===== src/hdl/im2col_pkg.sv =====
// ----------------------------------------------------------------------------
// im2col patch scatter - shared definitions
// Field widths, register codes, beat and command types, step reciprocals.
// ----------------------------------------------------------------------------
package im2col_pkg;

   localparam int MAX_IMAGE_DIM  = 256;
   localparam int MAX_KERNEL_DIM = 8;
   localparam int MAX_CHANNELS   = 64;
   localparam int MAX_BATCH      = 256;
   localparam int MAX_STEP       = 8;

   // register widths
   localparam int CH_W   = 7;
   localparam int DIM_W  = 9;
   localparam int KER_W  = 4;
   localparam int STEP_W = 4;

   // configuration port
   localparam int CSR_IDX_W  = 3;
   localparam int CSR_DATA_W = 9;

   localparam logic [CSR_IDX_W-1:0] CSR_CHANNELS    = 3'd0;
   localparam logic [CSR_IDX_W-1:0] CSR_IMAGE_ROWS  = 3'd1;
   localparam logic [CSR_IDX_W-1:0] CSR_IMAGE_COLS  = 3'd2;
   localparam logic [CSR_IDX_W-1:0] CSR_KERNEL_ROWS = 3'd3;
   localparam logic [CSR_IDX_W-1:0] CSR_KERNEL_COLS = 3'd4;
   localparam logic [CSR_IDX_W-1:0] CSR_STEP        = 3'd5;

   localparam logic [CH_W-1:0]   CHANNELS_RST    = 7'd1;
   localparam logic [DIM_W-1:0]  IMAGE_ROWS_RST  = 9'd8;
   localparam logic [DIM_W-1:0]  IMAGE_COLS_RST  = 9'd8;
   localparam logic [KER_W-1:0]  KERNEL_ROWS_RST = 4'd3;
   localparam logic [KER_W-1:0]  KERNEL_COLS_RST = 4'd3;
   localparam logic [STEP_W-1:0] STEP_RST        = 4'd1;

   // field widths
   localparam int COORD_W = 8;
   localparam int CHAN_W  = 6;
   localparam int WORD_W  = 32;
   localparam int ROW_W   = 24;
   localparam int COL_W   = 12;

   // internal widths
   localparam int RECIP_W  = 12;
   localparam int RECIP_SH = 11;
   localparam int KOFF_W   = 3;   // kernel offset and span count, below MAX_KERNEL_DIM
   localparam int PCNT_W   = 17;  // patch count up to MAX_IMAGE_DIM squared
   localparam int AREA_W   = 7;   // kernel area up to MAX_KERNEL_DIM squared

   // command queue between front and back
   localparam int Q_DEPTH = 8;
   localparam int QPTR_W  = 3;
   localparam int QCNT_W  = 4;

   // derived-register values for the reset configuration
   localparam int MR_RST     = 8 - 3;
   localparam int PROW_RST   = MR_RST / 1 + 1;
   localparam int PCOUNT_RST = PROW_RST * PROW_RST;

   typedef struct packed {
      logic [COORD_W-1:0]       batch_index;
      logic [COORD_W-1:0]       pixel_row;
      logic [COORD_W-1:0]       pixel_col;
      logic [CHAN_W-1:0]        channel_index;
      logic signed [WORD_W-1:0] sample;
   } req_type;

   typedef struct packed {
      logic [ROW_W-1:0]         matrix_row;
      logic [COL_W-1:0]         matrix_col;
      logic signed [WORD_W-1:0] sample_res;
      logic                     last;
   } rsp_type;

   // clamped registers and values derived from them
   typedef struct packed {
      logic [CH_W-1:0]    ch;
      logic [DIM_W-1:0]   ir;
      logic [DIM_W-1:0]   ic;
      logic [KER_W-1:0]   kr;
      logic [KER_W-1:0]   kc;
      logic [STEP_W-1:0]  st;
      logic [RECIP_W-1:0] recip;
      logic [COORD_W-1:0] mr;      // last valid patch top
      logic [COORD_W-1:0] mc;      // last valid patch left
      logic               geom_ok;
      logic [DIM_W-1:0]   pcol;
      logic [PCNT_W-1:0]  pcount;
      logic [AREA_W-1:0]  ka;
      logic [AREA_W-1:0]  stkc;    // step times kernel width
   } cfg_type;

   // one queued item: first placement and span of the walk
   typedef struct packed {
      logic [ROW_W-1:0]         row;
      logic [COL_W-1:0]         col;
      logic signed [WORD_W-1:0] sample;
      logic [KOFF_W-1:0]        nr;
      logic [KOFF_W-1:0]        nc;
   } cmd_type;

   // ceil(2^RECIP_SH / step), exact floor for dividends below 263
   function automatic logic [RECIP_W-1:0] step_recip(input logic [STEP_W-1:0] st);
      logic [RECIP_W-1:0] r;
      case (st)
         4'd1:    r = 12'd2048;
         4'd2:    r = 12'd1024;
         4'd3:    r = 12'd683;
         4'd4:    r = 12'd512;
         4'd5:    r = 12'd410;
         4'd6:    r = 12'd342;
         4'd7:    r = 12'd293;
         4'd8:    r = 12'd256;
         default: r = 12'd2048;
      endcase
      return r;
   endfunction

endpackage


===== src/hdl/im2col_csr.sv =====
// ----------------------------------------------------------------------------
// im2col configuration registers
// Holds the six registers, clamps them and keeps the derived geometry.
// ----------------------------------------------------------------------------
module im2col_csr import im2col_pkg::*; (
   input  logic                  clock,
   input  logic                  reset,
   input  logic                  csr_we,
   input  logic [CSR_IDX_W-1:0]  csr_index,
   input  logic [CSR_DATA_W-1:0] csr_wdata,
   output cfg_type               cfg
);

   logic [CH_W-1:0]   channels_ff, channels_in;
   logic [DIM_W-1:0]  image_rows_ff, image_rows_in;
   logic [DIM_W-1:0]  image_cols_ff, image_cols_in;
   logic [KER_W-1:0]  kernel_rows_ff, kernel_rows_in;
   logic [KER_W-1:0]  kernel_cols_ff, kernel_cols_in;
   logic [STEP_W-1:0] step_ff, step_in;

   logic [CH_W-1:0]    ch_c;
   logic [DIM_W-1:0]   ir_c, ic_c;
   logic [KER_W-1:0]   kr_c, kc_c;
   logic [STEP_W-1:0]  st_c;
   logic [RECIP_W-1:0] recip_c;
   logic [DIM_W-1:0]   mr_full, mc_full;
   logic [19:0]        prow_prod, pcol_prod;
   logic [7:0]         ka_full, stkc_full;
   logic [17:0]        pcount_full;

   // first derived level
   logic [COORD_W-1:0] mr_ff, mc_ff;
   logic               geom_ok_ff;
   logic [DIM_W-1:0]   prow_ff, pcol_ff;
   logic [AREA_W-1:0]  ka_ff, stkc_ff;
   logic [RECIP_W-1:0] recip_ff;
   // second derived level
   logic [PCNT_W-1:0]  pcount_ff;

   always_comb begin
      channels_in    = channels_ff;
      image_rows_in  = image_rows_ff;
      image_cols_in  = image_cols_ff;
      kernel_rows_in = kernel_rows_ff;
      kernel_cols_in = kernel_cols_ff;
      step_in        = step_ff;
      if (csr_we) begin
         case (csr_index)
            CSR_CHANNELS:    channels_in    = csr_wdata[CH_W-1:0];
            CSR_IMAGE_ROWS:  image_rows_in  = csr_wdata[DIM_W-1:0];
            CSR_IMAGE_COLS:  image_cols_in  = csr_wdata[DIM_W-1:0];
            CSR_KERNEL_ROWS: kernel_rows_in = csr_wdata[KER_W-1:0];
            CSR_KERNEL_COLS: kernel_cols_in = csr_wdata[KER_W-1:0];
            CSR_STEP:        step_in        = csr_wdata[STEP_W-1:0];
            default:         ;
         endcase
      end
   end

   always_ff @(posedge clock) begin
      if (reset) begin
         channels_ff    <= CHANNELS_RST;
         image_rows_ff  <= IMAGE_ROWS_RST;
         image_cols_ff  <= IMAGE_COLS_RST;
         kernel_rows_ff <= KERNEL_ROWS_RST;
         kernel_cols_ff <= KERNEL_COLS_RST;
         step_ff        <= STEP_RST;
      end else begin
         channels_ff    <= channels_in;
         image_rows_ff  <= image_rows_in;
         image_cols_ff  <= image_cols_in;
         kernel_rows_ff <= kernel_rows_in;
         kernel_cols_ff <= kernel_cols_in;
         step_ff        <= step_in;
      end
   end

   // saturate into range, zero reads as one
   always_comb begin
      ch_c = (channels_ff == '0) ? CH_W'(1) :
             (channels_ff > CH_W'(MAX_CHANNELS)) ? CH_W'(MAX_CHANNELS) : channels_ff;
      ir_c = (image_rows_ff == '0) ? DIM_W'(1) :
             (image_rows_ff > DIM_W'(MAX_IMAGE_DIM)) ? DIM_W'(MAX_IMAGE_DIM) : image_rows_ff;
      ic_c = (image_cols_ff == '0) ? DIM_W'(1) :
             (image_cols_ff > DIM_W'(MAX_IMAGE_DIM)) ? DIM_W'(MAX_IMAGE_DIM) : image_cols_ff;
      kr_c = (kernel_rows_ff == '0) ? KER_W'(1) :
             (kernel_rows_ff > KER_W'(MAX_KERNEL_DIM)) ? KER_W'(MAX_KERNEL_DIM) :
             kernel_rows_ff;
      kc_c = (kernel_cols_ff == '0) ? KER_W'(1) :
             (kernel_cols_ff > KER_W'(MAX_KERNEL_DIM)) ? KER_W'(MAX_KERNEL_DIM) :
             kernel_cols_ff;
      st_c = (step_ff == '0) ? STEP_W'(1) :
             (step_ff > STEP_W'(MAX_STEP)) ? STEP_W'(MAX_STEP) : step_ff;
      recip_c   = step_recip(st_c);
      mr_full   = ir_c - {5'd0, kr_c};
      mc_full   = ic_c - {5'd0, kc_c};
      prow_prod = {12'd0, mr_full[7:0]} * {8'd0, recip_c};
      pcol_prod = {12'd0, mc_full[7:0]} * {8'd0, recip_c};
      ka_full   = {4'd0, kr_c} * {4'd0, kc_c};
      stkc_full = {4'd0, st_c} * {4'd0, kc_c};
      pcount_full = {9'd0, prow_ff} * {9'd0, pcol_ff};
   end

   always_ff @(posedge clock) begin
      if (reset) begin
         mr_ff      <= COORD_W'(MR_RST);
         mc_ff      <= COORD_W'(MR_RST);
         geom_ok_ff <= 1'b1;
         prow_ff    <= DIM_W'(PROW_RST);
         pcol_ff    <= DIM_W'(PROW_RST);
         ka_ff      <= AREA_W'(9);
         stkc_ff    <= AREA_W'(3);
         recip_ff   <= step_recip(STEP_RST);
         pcount_ff  <= PCNT_W'(PCOUNT_RST);
      end else begin
         mr_ff      <= mr_full[7:0];
         mc_ff      <= mc_full[7:0];
         geom_ok_ff <= ({5'd0, kr_c} <= ir_c) && ({5'd0, kc_c} <= ic_c);
         prow_ff    <= {1'b0, prow_prod[18:11]} + DIM_W'(1);
         pcol_ff    <= {1'b0, pcol_prod[18:11]} + DIM_W'(1);
         ka_ff      <= ka_full[AREA_W-1:0];
         stkc_ff    <= stkc_full[AREA_W-1:0];
         recip_ff   <= recip_c;
         pcount_ff  <= pcount_full[PCNT_W-1:0];
      end
   end

   assign cfg.ch      = ch_c;
   assign cfg.ir      = ir_c;
   assign cfg.ic      = ic_c;
   assign cfg.kr      = kr_c;
   assign cfg.kc      = kc_c;
   assign cfg.st      = st_c;
   assign cfg.recip   = recip_ff;
   assign cfg.mr      = mr_ff;
   assign cfg.mc      = mc_ff;
   assign cfg.geom_ok = geom_ok_ff;
   assign cfg.pcol    = pcol_ff;
   assign cfg.pcount  = pcount_ff;
   assign cfg.ka      = ka_ff;
   assign cfg.stkc    = stkc_ff;

endmodule


===== src/hdl/im2col_front.sv =====
// ----------------------------------------------------------------------------
// im2col front end
// Accepts samples, finds the span of covering patches and queues a command.
// ----------------------------------------------------------------------------
module im2col_front import im2col_pkg::*; (
   input  logic              clock,
   input  logic              reset,
   input  logic              start,
   output logic              busy,
   input  req_type           req_data,
   input  cfg_type           cfg,
   input  logic [QCNT_W-1:0] q_count,
   output logic              q_push,
   output cmd_type           q_cmd
);

   typedef struct packed {
      logic                     ok;
      logic [COORD_W-1:0]       prh;
      logic [COORD_W-1:0]       prl;
      logic [COORD_W-1:0]       pch;
      logic [COORD_W-1:0]       pcl;
      logic [COORD_W-1:0]       x;
      logic [COORD_W-1:0]       y;
      logic [COORD_W-1:0]       b;
      logic [COL_W-1:0]         col_c;
      logic signed [WORD_W-1:0] sample;
   } s2_type;

   typedef struct packed {
      logic                     keep;
      logic [ROW_W-1:0]         bp;
      logic [PCNT_W-1:0]        rp;
      logic [COORD_W-1:0]       pch;
      logic [COL_W-1:0]         col_c;
      logic [KOFF_W-1:0]        kx;
      logic [KOFF_W-1:0]        ky;
      logic [KOFF_W-1:0]        nr;
      logic [KOFF_W-1:0]        nc;
      logic signed [WORD_W-1:0] sample;
   } s3_type;

   logic    v1_ff, v2_ff, v3_ff;
   req_type s1_ff;
   s2_type  s2_ff, s2_in;
   s3_type  s3_ff, s3_in;

   logic [QCNT_W:0] used;
   logic            accept;

   // span of one dimension: top patch limit and ceil numerator of the bottom
   function automatic logic [16:0] dim_span(input logic [COORD_W-1:0] p,
                                            input logic [COORD_W-1:0] m,
                                            input logic [KER_W-1:0]   k,
                                            input logic [STEP_W-1:0]  st);
      logic [COORD_W-1:0] hi;
      logic [8:0]         p1;
      logic [8:0]         lo;
      p1 = {1'b0, p} + 9'd1;
      hi = (p < m) ? p : m;
      lo = (p1 >= {5'd0, k}) ? (p1 - {5'd0, k}) : 9'd0;
      return {hi, lo + {5'd0, st} - 9'd1};
   endfunction

   logic [16:0] span_r, span_c;
   logic [19:0] prh_prod, prl_prod, pch_prod, pcl_prod;
   logic [12:0] col_prod;
   logic [11:0] rst_prod, cst_prod;
   logic [COORD_W-1:0] nr_full, nc_full, kx_full, ky_full;
   logic [24:0] bp_prod;
   logic [16:0] rp_prod;
   logic [6:0]  kxkc;

   // credit covers every item between the accept and the queue
   assign used   = {{QCNT_W{1'b0}}, v1_ff} + {{QCNT_W{1'b0}}, v2_ff}
                 + {{QCNT_W{1'b0}}, v3_ff} + {1'b0, q_count};
   assign busy   = used >= (QCNT_W+1)'(Q_DEPTH);
   assign accept = start && !busy;

   // stage 1: range check and patch bounds by reciprocal
   always_comb begin
      span_r   = dim_span(s1_ff.pixel_row, cfg.mr, cfg.kr, cfg.st);
      span_c   = dim_span(s1_ff.pixel_col, cfg.mc, cfg.kc, cfg.st);
      prh_prod = {12'd0, span_r[16:9]} * {8'd0, cfg.recip};
      prl_prod = {11'd0, span_r[8:0]} * {8'd0, cfg.recip};
      pch_prod = {12'd0, span_c[16:9]} * {8'd0, cfg.recip};
      pcl_prod = {11'd0, span_c[8:0]} * {8'd0, cfg.recip};
      col_prod = {7'd0, s1_ff.channel_index} * {6'd0, cfg.ka};
      // batch index is eight bits wide, so it is always below MAX_BATCH
      s2_in.ok     = ({1'b0, s1_ff.pixel_row} < cfg.ir) && ({1'b0, s1_ff.pixel_col} < cfg.ic)
                   && ({1'b0, s1_ff.channel_index} < cfg.ch) && cfg.geom_ok;
      s2_in.prh    = prh_prod[18:RECIP_SH];
      s2_in.prl    = prl_prod[18:RECIP_SH];
      s2_in.pch    = pch_prod[18:RECIP_SH];
      s2_in.pcl    = pcl_prod[18:RECIP_SH];
      s2_in.x      = s1_ff.pixel_row;
      s2_in.y      = s1_ff.pixel_col;
      s2_in.b      = s1_ff.batch_index;
      s2_in.col_c  = col_prod[COL_W-1:0];
      s2_in.sample = s1_ff.sample;
   end

   // stage 2: first kernel offset, span counts and row products
   always_comb begin
      rst_prod = {4'd0, s2_ff.prh} * {8'd0, cfg.st};
      cst_prod = {4'd0, s2_ff.pch} * {8'd0, cfg.st};
      kx_full  = s2_ff.x - rst_prod[COORD_W-1:0];
      ky_full  = s2_ff.y - cst_prod[COORD_W-1:0];
      nr_full  = s2_ff.prh - s2_ff.prl;
      nc_full  = s2_ff.pch - s2_ff.pcl;
      bp_prod  = {17'd0, s2_ff.b} * {8'd0, cfg.pcount};
      rp_prod  = {9'd0, s2_ff.prh} * {8'd0, cfg.pcol};
      s3_in.keep   = s2_ff.ok && (s2_ff.prl <= s2_ff.prh) && (s2_ff.pcl <= s2_ff.pch);
      s3_in.bp     = bp_prod[ROW_W-1:0];
      s3_in.rp     = rp_prod;
      s3_in.pch    = s2_ff.pch;
      s3_in.col_c  = s2_ff.col_c;
      s3_in.kx     = kx_full[KOFF_W-1:0];
      s3_in.ky     = ky_full[KOFF_W-1:0];
      s3_in.nr     = nr_full[KOFF_W-1:0];
      s3_in.nc     = nc_full[KOFF_W-1:0];
      s3_in.sample = s2_ff.sample;
   end

   // stage 3: first placement, then push
   always_comb begin
      kxkc         = {4'd0, s3_ff.kx} * {3'd0, cfg.kc};
      q_cmd.row    = s3_ff.bp + {7'd0, s3_ff.rp} + {16'd0, s3_ff.pch};
      q_cmd.col    = s3_ff.col_c + {5'd0, kxkc} + {9'd0, s3_ff.ky};
      q_cmd.sample = s3_ff.sample;
      q_cmd.nr     = s3_ff.nr;
      q_cmd.nc     = s3_ff.nc;
      q_push       = v3_ff && s3_ff.keep;
   end

   always_ff @(posedge clock) begin
      if (reset) begin
         v1_ff <= 1'b0;
         v2_ff <= 1'b0;
         v3_ff <= 1'b0;
      end else begin
         v1_ff <= accept;
         v2_ff <= v1_ff;
         v3_ff <= v2_ff;
      end
   end

   always_ff @(posedge clock) begin
      s1_ff <= req_data;
      s2_ff <= s2_in;
      s3_ff <= s3_in;
   end

endmodule


===== src/hdl/im2col_queue.sv =====
// ----------------------------------------------------------------------------
// im2col command queue
// Short first-in first-out buffer between front and back end.
// ----------------------------------------------------------------------------
module im2col_queue import im2col_pkg::*; (
   input  logic              clock,
   input  logic              reset,
   input  logic              q_push,
   input  cmd_type           q_cmd,
   input  logic              q_pop,
   output cmd_type           q_head,
   output logic              q_empty,
   output logic [QCNT_W-1:0] q_count
);

   cmd_type           mem_ff [Q_DEPTH];
   logic [QPTR_W-1:0] wr_ptr_ff, wr_ptr_in;
   logic [QPTR_W-1:0] rd_ptr_ff, rd_ptr_in;
   logic [QCNT_W-1:0] count_ff, count_in;

   always_comb begin
      wr_ptr_in = q_push ? wr_ptr_ff + QPTR_W'(1) : wr_ptr_ff;
      rd_ptr_in = q_pop ? rd_ptr_ff + QPTR_W'(1) : rd_ptr_ff;
      count_in  = count_ff;
      if (q_push && !q_pop) begin
         count_in = count_ff + QCNT_W'(1);
      end else if (q_pop && !q_push) begin
         count_in = count_ff - QCNT_W'(1);
      end
   end

   always_ff @(posedge clock) begin
      if (reset) begin
         wr_ptr_ff <= '0;
         rd_ptr_ff <= '0;
         count_ff  <= '0;
      end else begin
         wr_ptr_ff <= wr_ptr_in;
         rd_ptr_ff <= rd_ptr_in;
         count_ff  <= count_in;
      end
   end

   always_ff @(posedge clock) begin
      if (q_push) begin
         mem_ff[wr_ptr_ff] <= q_cmd;
      end
   end

   assign q_head  = mem_ff[rd_ptr_ff];
   assign q_empty = (count_ff == '0);
   assign q_count = count_ff;

endmodule


===== src/hdl/im2col_back.sv =====
// ----------------------------------------------------------------------------
// im2col back end
// Walks the covering patches of one command, one placement per cycle.
// ----------------------------------------------------------------------------
module im2col_back import im2col_pkg::*; (
   input  logic    clock,
   input  logic    reset,
   input  cfg_type cfg,
   input  cmd_type q_head,
   input  logic    q_empty,
   output logic    q_pop,
   output logic    rsp_valid,
   output rsp_type rsp_data
);

   logic                     active_ff, active_in;
   logic [KOFF_W-1:0]        ri_ff, ri_in, ci_ff, ci_in;
   logic [KOFF_W-1:0]        nr_ff, nr_in, nc_ff, nc_in;
   logic [ROW_W-1:0]         row_cur_ff, row_cur_in, row_line_ff, row_line_in;
   logic [COL_W-1:0]         col_cur_ff, col_cur_in, col_line_ff, col_line_in;
   logic signed [WORD_W-1:0] sample_ff, sample_in;
   logic                     is_last, take;

   always_comb begin
      is_last     = active_ff && (ri_ff == nr_ff) && (ci_ff == nc_ff);
      take        = !active_ff || is_last;
      q_pop       = take && !q_empty;
      active_in   = active_ff;
      ri_in       = ri_ff;
      ci_in       = ci_ff;
      nr_in       = nr_ff;
      nc_in       = nc_ff;
      row_cur_in  = row_cur_ff;
      row_line_in = row_line_ff;
      col_cur_in  = col_cur_ff;
      col_line_in = col_line_ff;
      sample_in   = sample_ff;
      if (take) begin
         // load the next command straight after the last beat
         active_in   = !q_empty;
         ri_in       = '0;
         ci_in       = '0;
         nr_in       = q_head.nr;
         nc_in       = q_head.nc;
         row_cur_in  = q_head.row;
         row_line_in = q_head.row;
         col_cur_in  = q_head.col;
         col_line_in = q_head.col;
         sample_in   = q_head.sample;
      end else if (ci_ff != nc_ff) begin
         ci_in      = ci_ff + KOFF_W'(1);
         row_cur_in = row_cur_ff - ROW_W'(1);
         col_cur_in = col_cur_ff + {8'd0, cfg.st};
      end else begin
         ci_in       = '0;
         ri_in       = ri_ff + KOFF_W'(1);
         row_line_in = row_line_ff - {15'd0, cfg.pcol};
         row_cur_in  = row_line_ff - {15'd0, cfg.pcol};
         col_line_in = col_line_ff + {5'd0, cfg.stkc};
         col_cur_in  = col_line_ff + {5'd0, cfg.stkc};
      end
   end

   always_ff @(posedge clock) begin
      if (reset) begin
         active_ff <= 1'b0;
      end else begin
         active_ff <= active_in;
      end
   end

   always_ff @(posedge clock) begin
      ri_ff       <= ri_in;
      ci_ff       <= ci_in;
      nr_ff       <= nr_in;
      nc_ff       <= nc_in;
      row_cur_ff  <= row_cur_in;
      row_line_ff <= row_line_in;
      col_cur_ff  <= col_cur_in;
      col_line_ff <= col_line_in;
      sample_ff   <= sample_in;
   end

   assign rsp_valid           = active_ff;
   assign rsp_data.matrix_row = row_cur_ff;
   assign rsp_data.matrix_col = col_cur_ff;
   assign rsp_data.sample_res = sample_ff;
   assign rsp_data.last       = is_last;

endmodule


===== src/hdl/im2col_patch_scatter_unit.sv =====
// ----------------------------------------------------------------------------
// im2col patch scatter unit
// Path: each accepted sample passes the front stages and the queue before the back end emits its first placement.
// Throughput: one placement per cycle from the back end walk; a sample gets one
// beat per placement (up to nine for a 3x3 kernel at stride 1), none if it has
// no placement. Up to eight samples sit between accept and walk.
// The receiver cannot stall. Reset is synchronous: registers return to their
// reset values and every sample in flight is dropped.
// ----------------------------------------------------------------------------
module im2col_patch_scatter_unit import im2col_pkg::*; (
   input  logic                  clock,
   input  logic                  reset,
   // sample channel
   input  logic                  start,
   output logic                  busy,
   input  req_type               req_data,
   // placement channel
   output logic                  rsp_valid,
   output rsp_type               rsp_data,
   // configuration
   input  logic                  csr_we,
   input  logic [CSR_IDX_W-1:0]  csr_index,
   input  logic [CSR_DATA_W-1:0] csr_wdata
);

   cfg_type           cfg;
   cmd_type           q_cmd, q_head;
   logic              q_push, q_pop, q_empty;
   logic [QCNT_W-1:0] q_count;

   // Registers, clamped, with patch counts and kernel area kept in flops.
   im2col_csr u_csr (
      .clock     (clock),
      .reset     (reset),
      .csr_we    (csr_we),
      .csr_index (csr_index),
      .csr_wdata (csr_wdata),
      .cfg       (cfg)
   );

   // Front: three stages. Check the sample against the image, find the
   // covering patch rows and columns by reciprocal of the step, then form
   // the first placement. Drop samples with no placement; queue the rest.
   // Busy counts the samples in these stages plus the queue fill, so a push
   // always finds room.
   im2col_front u_front (
      .clock    (clock),
      .reset    (reset),
      .start    (start),
      .busy     (busy),
      .req_data (req_data),
      .cfg      (cfg),
      .q_count  (q_count),
      .q_push   (q_push),
      .q_cmd    (q_cmd)
   );

   // Queue: holds commands while the back end is still walking.
   im2col_queue u_queue (
      .clock   (clock),
      .reset   (reset),
      .q_push  (q_push),
      .q_cmd   (q_cmd),
      .q_pop   (q_pop),
      .q_head  (q_head),
      .q_empty (q_empty),
      .q_count (q_count)
   );

   // Back: walk kernel offsets in raster order, one beat per cycle. Step the
   // matrix row down by one per column and by the patch column count per row;
   // advance the matrix column by the step. Load the next command on the last
   // beat so consecutive samples run with no gap.
   im2col_back u_back (
      .clock     (clock),
      .reset     (reset),
      .cfg       (cfg),
      .q_head    (q_head),
      .q_empty   (q_empty),
      .q_pop     (q_pop),
      .rsp_valid (rsp_valid),
      .rsp_data  (rsp_data)
   );

endmodule


===== config.mk =====
export PLATFORM = sky130hd
export DESIGN_NAME = im2col_patch_scatter_unit
export DESIGN_NICKNAME = d
export VERILOG_FILES = /design/src/hdl/im2col_pkg.sv /design/src/hdl/im2col_csr.sv /design/src/hdl/im2col_front.sv /design/src/hdl/im2col_queue.sv /design/src/hdl/im2col_back.sv /design/src/hdl/im2col_patch_scatter_unit.sv
export SDC_FILE = /design/constraint.sdc
export NUM_CORES = 2
export LEC_CHECK = 0
export ABC_AREA = 1
export BUFFER_PORTS_ARGS = -buffer_cell sky130_fd_sc_hd__buf_2
export CORE_MARGIN = 3
export CORE_UTILIZATION = 25
export DETAILED_ROUTE_END_ITERATION = 6
export HOLD_SLACK_MARGIN = 0.12
export SETUP_SLACK_MARGIN = 0.2
export SYNTH_ARGS = -nofsm -noshare
export SYNTH_HDL_FRONTEND = slang
export SYNTH_HIERARCHICAL = 1
export SYNTH_SLANG_ARGS = --single-unit

===== constraint.sdc =====
create_clock -name clock -period 8.53 [get_ports clock]
set_clock_uncertainty 0.1 [all_clocks]
set_input_delay 0.853 -clock clock [delete_from_list [all_inputs] [get_ports clock]]
set_output_delay 0.853 -clock clock [all_outputs]
set_load 0.05 [all_outputs]

==> flow_summary.json <==
{
  "status": "completed",
  "grtUsageTotal_pct": 13.0,
  "ys_ff_latch": 1097,
  "antenna_found_initial": 12,
  "crit_required_ns": 9.01,
  "clk_pin_slew_ns": 0.06,
  "arrival_ns": 8.31,
  "drive_above_1_share_pct": 6.16,
  "timing.fmax_ghz": 0.128,
  "p_int_w": 0.0136,
  "netlist_area_mm2": 0.0747,
  "dr.pass1.iters": 7,
  "initial_core_util_pct": 25.1,
  "swShare_pct": 42.9,
  "core_mm2": 0.297,
  "yosys_warnings": 6,
  "top_usage_layer": "met2",
  "synth.distinct_cells": 65,
  "nNetsFinal": 9776,
  "setup_tns_ns": 0,
  "fin_cells": 12590,
  "period_share_pct": 91.7,
  "dr_total_vias": 54389,
  "reg2reg_to": "u_front/s2_ff[86]$_DFF_P_",
  "p_comb_share_pct": 45.1,
  "r2r_slack_ns": 0.71,
  "p_leak_nw": 38.6,
  "yosys.area_share.simple_pct": 18.2,
  "die_area_mm2": 0.305,
  "via_per_inst": 4.32,
  "p_seq_share_pct": 33.2,
  "layout_common_cells": "1,808 x nand2_1, 1,395 x inv_1, 1,202 x nor2_1",
  "io_pins": 149,
  "synthXorXnorAreaFrac_pct": 2.34,
  "synth_edf_count": 666,
  "place_area_mm2": 0.0794,
  "cap_violations": 0,
  "dp_hpwl_um": 144000,
  "final_hold_viol_count": 0,
  "rsz0062_at_grt": "false",
  "clockBufferDepth": 3,
  "maxSlewHeadroom_pct": 18.0,
  "cts_buffers": 114,
  "max_stage_delay_ns": 0.50,
  "synth_fa_ha_area_share_pct": 25.4,
  "met1_usage_pct": 17.4,
  "final_common_cell": "nand2_1",
  "use_met3_pct": 2.05,
  "grt.met2_usage_pct": 21.8,
  "cts_tree": "built",
  "crit_path_end_kind": "flop",
  "multiInputGateArea_mm2": 0.0391,
  "async_flop_share_pct": 0,
  "crit_slowest_cell": "fa_1",
  "synth-main-ff-cell": "edfxtp_1",
  "dp_slack_ns": 0.571,
  "ctsRootBufferMaster": "clkbuf_16",
  "r2r-start": "u_front/s1_ff[47]$_DFF_P_",
  "start_kind": "flop",
  "fin_area_mm2": 0.0839,
  "synth_nets": 9707,
  "overflow": 0,
  "slew_violations": 0,
  "fin_crit_ns": 7.82,
  "setup_viol": 0,
  "worst-path-max-fanout": 10,
  "clock_sinks": 1097,
  "gp_congestion": 0.904,
  "crit_end": "u_front/s2_ff[86]$_DFF_P_",
  "htree_levels": 3,
  "synth_top_family_by_area": "adder cells",
  "die_h_um": 552,
  "fillers": 31445,
  "die_w_um": 552,
  "first_iter_violations": 3536,
  "hold_path.class": "input pin to flop",
  "clock_latency_ns": 0.78,
  "postSynthAreaPerCell_um2": 8.81,
  "rows": 200,
  "drc": 0,
  "power_density_mw_per_mm2": 284,
  "p_sw_w": 0.0102,
  "seq_area_frac_synth_pct": 38.3,
  "path_class": "flop to flop",
  "cpMostUsedCell": "nand2_1",
  "grt_max_degree": 199,
  "synth_cells": 8478,
  "ir_drop_mv": 0.222,
  "synth_compound_area_share_pct": 6.22,
  "register_area_mm2": 0.0286,
  "timing.final.ws_setup_ns": 0.707,
  "power.share.clock_pct": 21.8,
  "synthMuxAreaShare_pct": 0,
  "worst_pin_slew_ns": 1.23,
  "cp-startpoint": "u_front/s1_ff[47]$_DFF_P_",
  "r2r_cells": 37,
  "grt_pass1_wl_um": 313000,
  "port_buffers": 148,
  "drt_wl_total_um": 201000,
  "wl_per_cell_um": 16.0,
  "grt_pass1_vias": 53918,
  "worstHoldPathCells": 1,
  "drtAntennaViolNets": 0,
  "dp_cells": 12321,
  "synthToLayoutAreaGrowth_pct": 12.3
}
-- state kept, by name, indices dropped and copies added (netlist names), 24 cells and up, named ones only --
register	flops
u_back/row_cur_ff	24
u_front/s2_ff	91
u_queue/mem_ff	592
u_front/q_cmd	38
u_front/s3_ff	68
u_back/row_line_ff	24
u_front/s1_ff	62
u_back/sample_ff	32
-- Yosys cell counts, types with 5 or more instances --
library cell	n	area (um^2)
buf_6	9	101
or2_2	22	138
xnor2_1	76	666
nand2_1	1811	6800
o221ai_1	5	43.8
o21ai_0	210	1050
o21ai_1	285	1430
nand3_2	6	60.1
fa_1	612	12300
o211ai_1	16	120
and2_1	6	37.5
clkinv_1	20	75.1
nor2_1	1210	4540
clkbuf_2	8	40.0
edfxtp_1	666	20000
buf_2	73	365
buf_4	65	488
nor3_1	27	135
inv_1	1397	5240
a211oi_1	6	45.0
clkbuf_1	163	612
nand3b_1	18	135
xor2_1	113	990
a31oi_1	9	56.3
a21oi_1	269	1350
nand2_2	19	119
ha_1	539	6740
nand4_1	38	238
inv_2	19	71.3
nor3b_1	5	37.5
a21o_1	8	60.1
dfxtp_1	431	8630
nor2_2	13	81.3
o21bai_1	23	173
a221oi_1	5	43.8
o21a_1	13	97.6
nand3_1	205	1030
nor4_1	12	75.1
-- per-stage QoR --
| step | utilization [%] | hold slack (ns) | total power, W |
|---|---|---|---|
| finish | 28.2 | 0.187 | 0.0238 |
| floorplan | - | 0.210 | 0.0156 |
| detailed placement | 26.7 | 0.212 | 0.0188 |
| global route | 28.2 | 0.143 | 0.0257 |
| CTS | 28.2 | 0.130 | 0.0241 |
| global placement | 26.7 | 0.211 | 0.0187 |
-- layer usage --
layer  up-vias  part of all wire [%]
li1      26569                     -
met1     26222                    45
met3       236                   5.8
met5         -                0.0065
met4         2                   2.2
met2      1360                    47
-- final cells by class --
cell class	instances	share of cell area (%)
sequential	1097	34.2
tap	3939	5.88
clock buffer	143	3.65
antenna	2	0.00597
inverter	1438	6.47
clock inverter	75	1.08
timing repair buffer	275	2.18
multi-input combinational	5621	46.6
-- what timing repair did --
action                                 4_1_cts  5_1_grt
setup endpoints to repair                    0        8
setup buffers                                0        2
resized for setup                            0        6
endpoints found under the hold margin       47        0
hold buffers                                47        0
-- worst max-delay path: cells and delay by family, from the launching register on --
family                   cells  cell delay, ns
buffers and inverters        7            0.46
XOR/XNOR                     1            0.17
AO/OA/AOI/OAI                5            1.14
AND/OR/NAND/NOR             14            1.77
flip-flops                   1            0.46
adder cells (fa/ha/maj)     10            3.55
-- worst min path at each step --
stage | slack [ns] | to | from
finish | 0.19 | u_front/s1_ff[39]$_DFF_P_ | req_data[39]
global route | 0.14 | u_front/s1_ff[0]$_DFF_P_ | req_data[0]
CTS | 0.13 | u_front/s1_ff[0]$_DFF_P_ | req_data[0]
detailed placement | 0.21 | u_front/q_cmd[17]$_DFF_P_ | u_front/s2_ff[11]$_DFF_P_
global placement | 0.21 | u_front/q_cmd[13]$_DFF_P_ | u_front/s2_ff[7]$_DFF_P_
floorplan | 0.21 | u_front/q_cmd[10]$_DFF_P_ | u_front/s2_ff[4]$_DFF_P_
-- power groups by stage --
stage                     Combinational (W)  Sequential [W]  Clock, W
after detailed placement             0.0108         0.00802         0
after floorplan                     0.00735         0.00825         0
after CTS                            0.0108         0.00792   0.00532
after global placement               0.0107         0.00802         0
after global routing                 0.0122         0.00800   0.00553
final                                0.0107         0.00791   0.00519
-- logic make-up (layout without fill, tap and decap cells) --
group / after synthesis / in the layout
flip-flops: 1097 / 1097
XOR/XNOR: 193 / 193
AO/OA/AOI/OAI: 870 / 870
AND/OR/NAND/NOR: 3407 / 3407
other: 0 / 2
buffers and inverters: 1760 / 1931
adder cells (fa/ha/maj): 1151 / 1151
(Power assumes the default switching activity.)
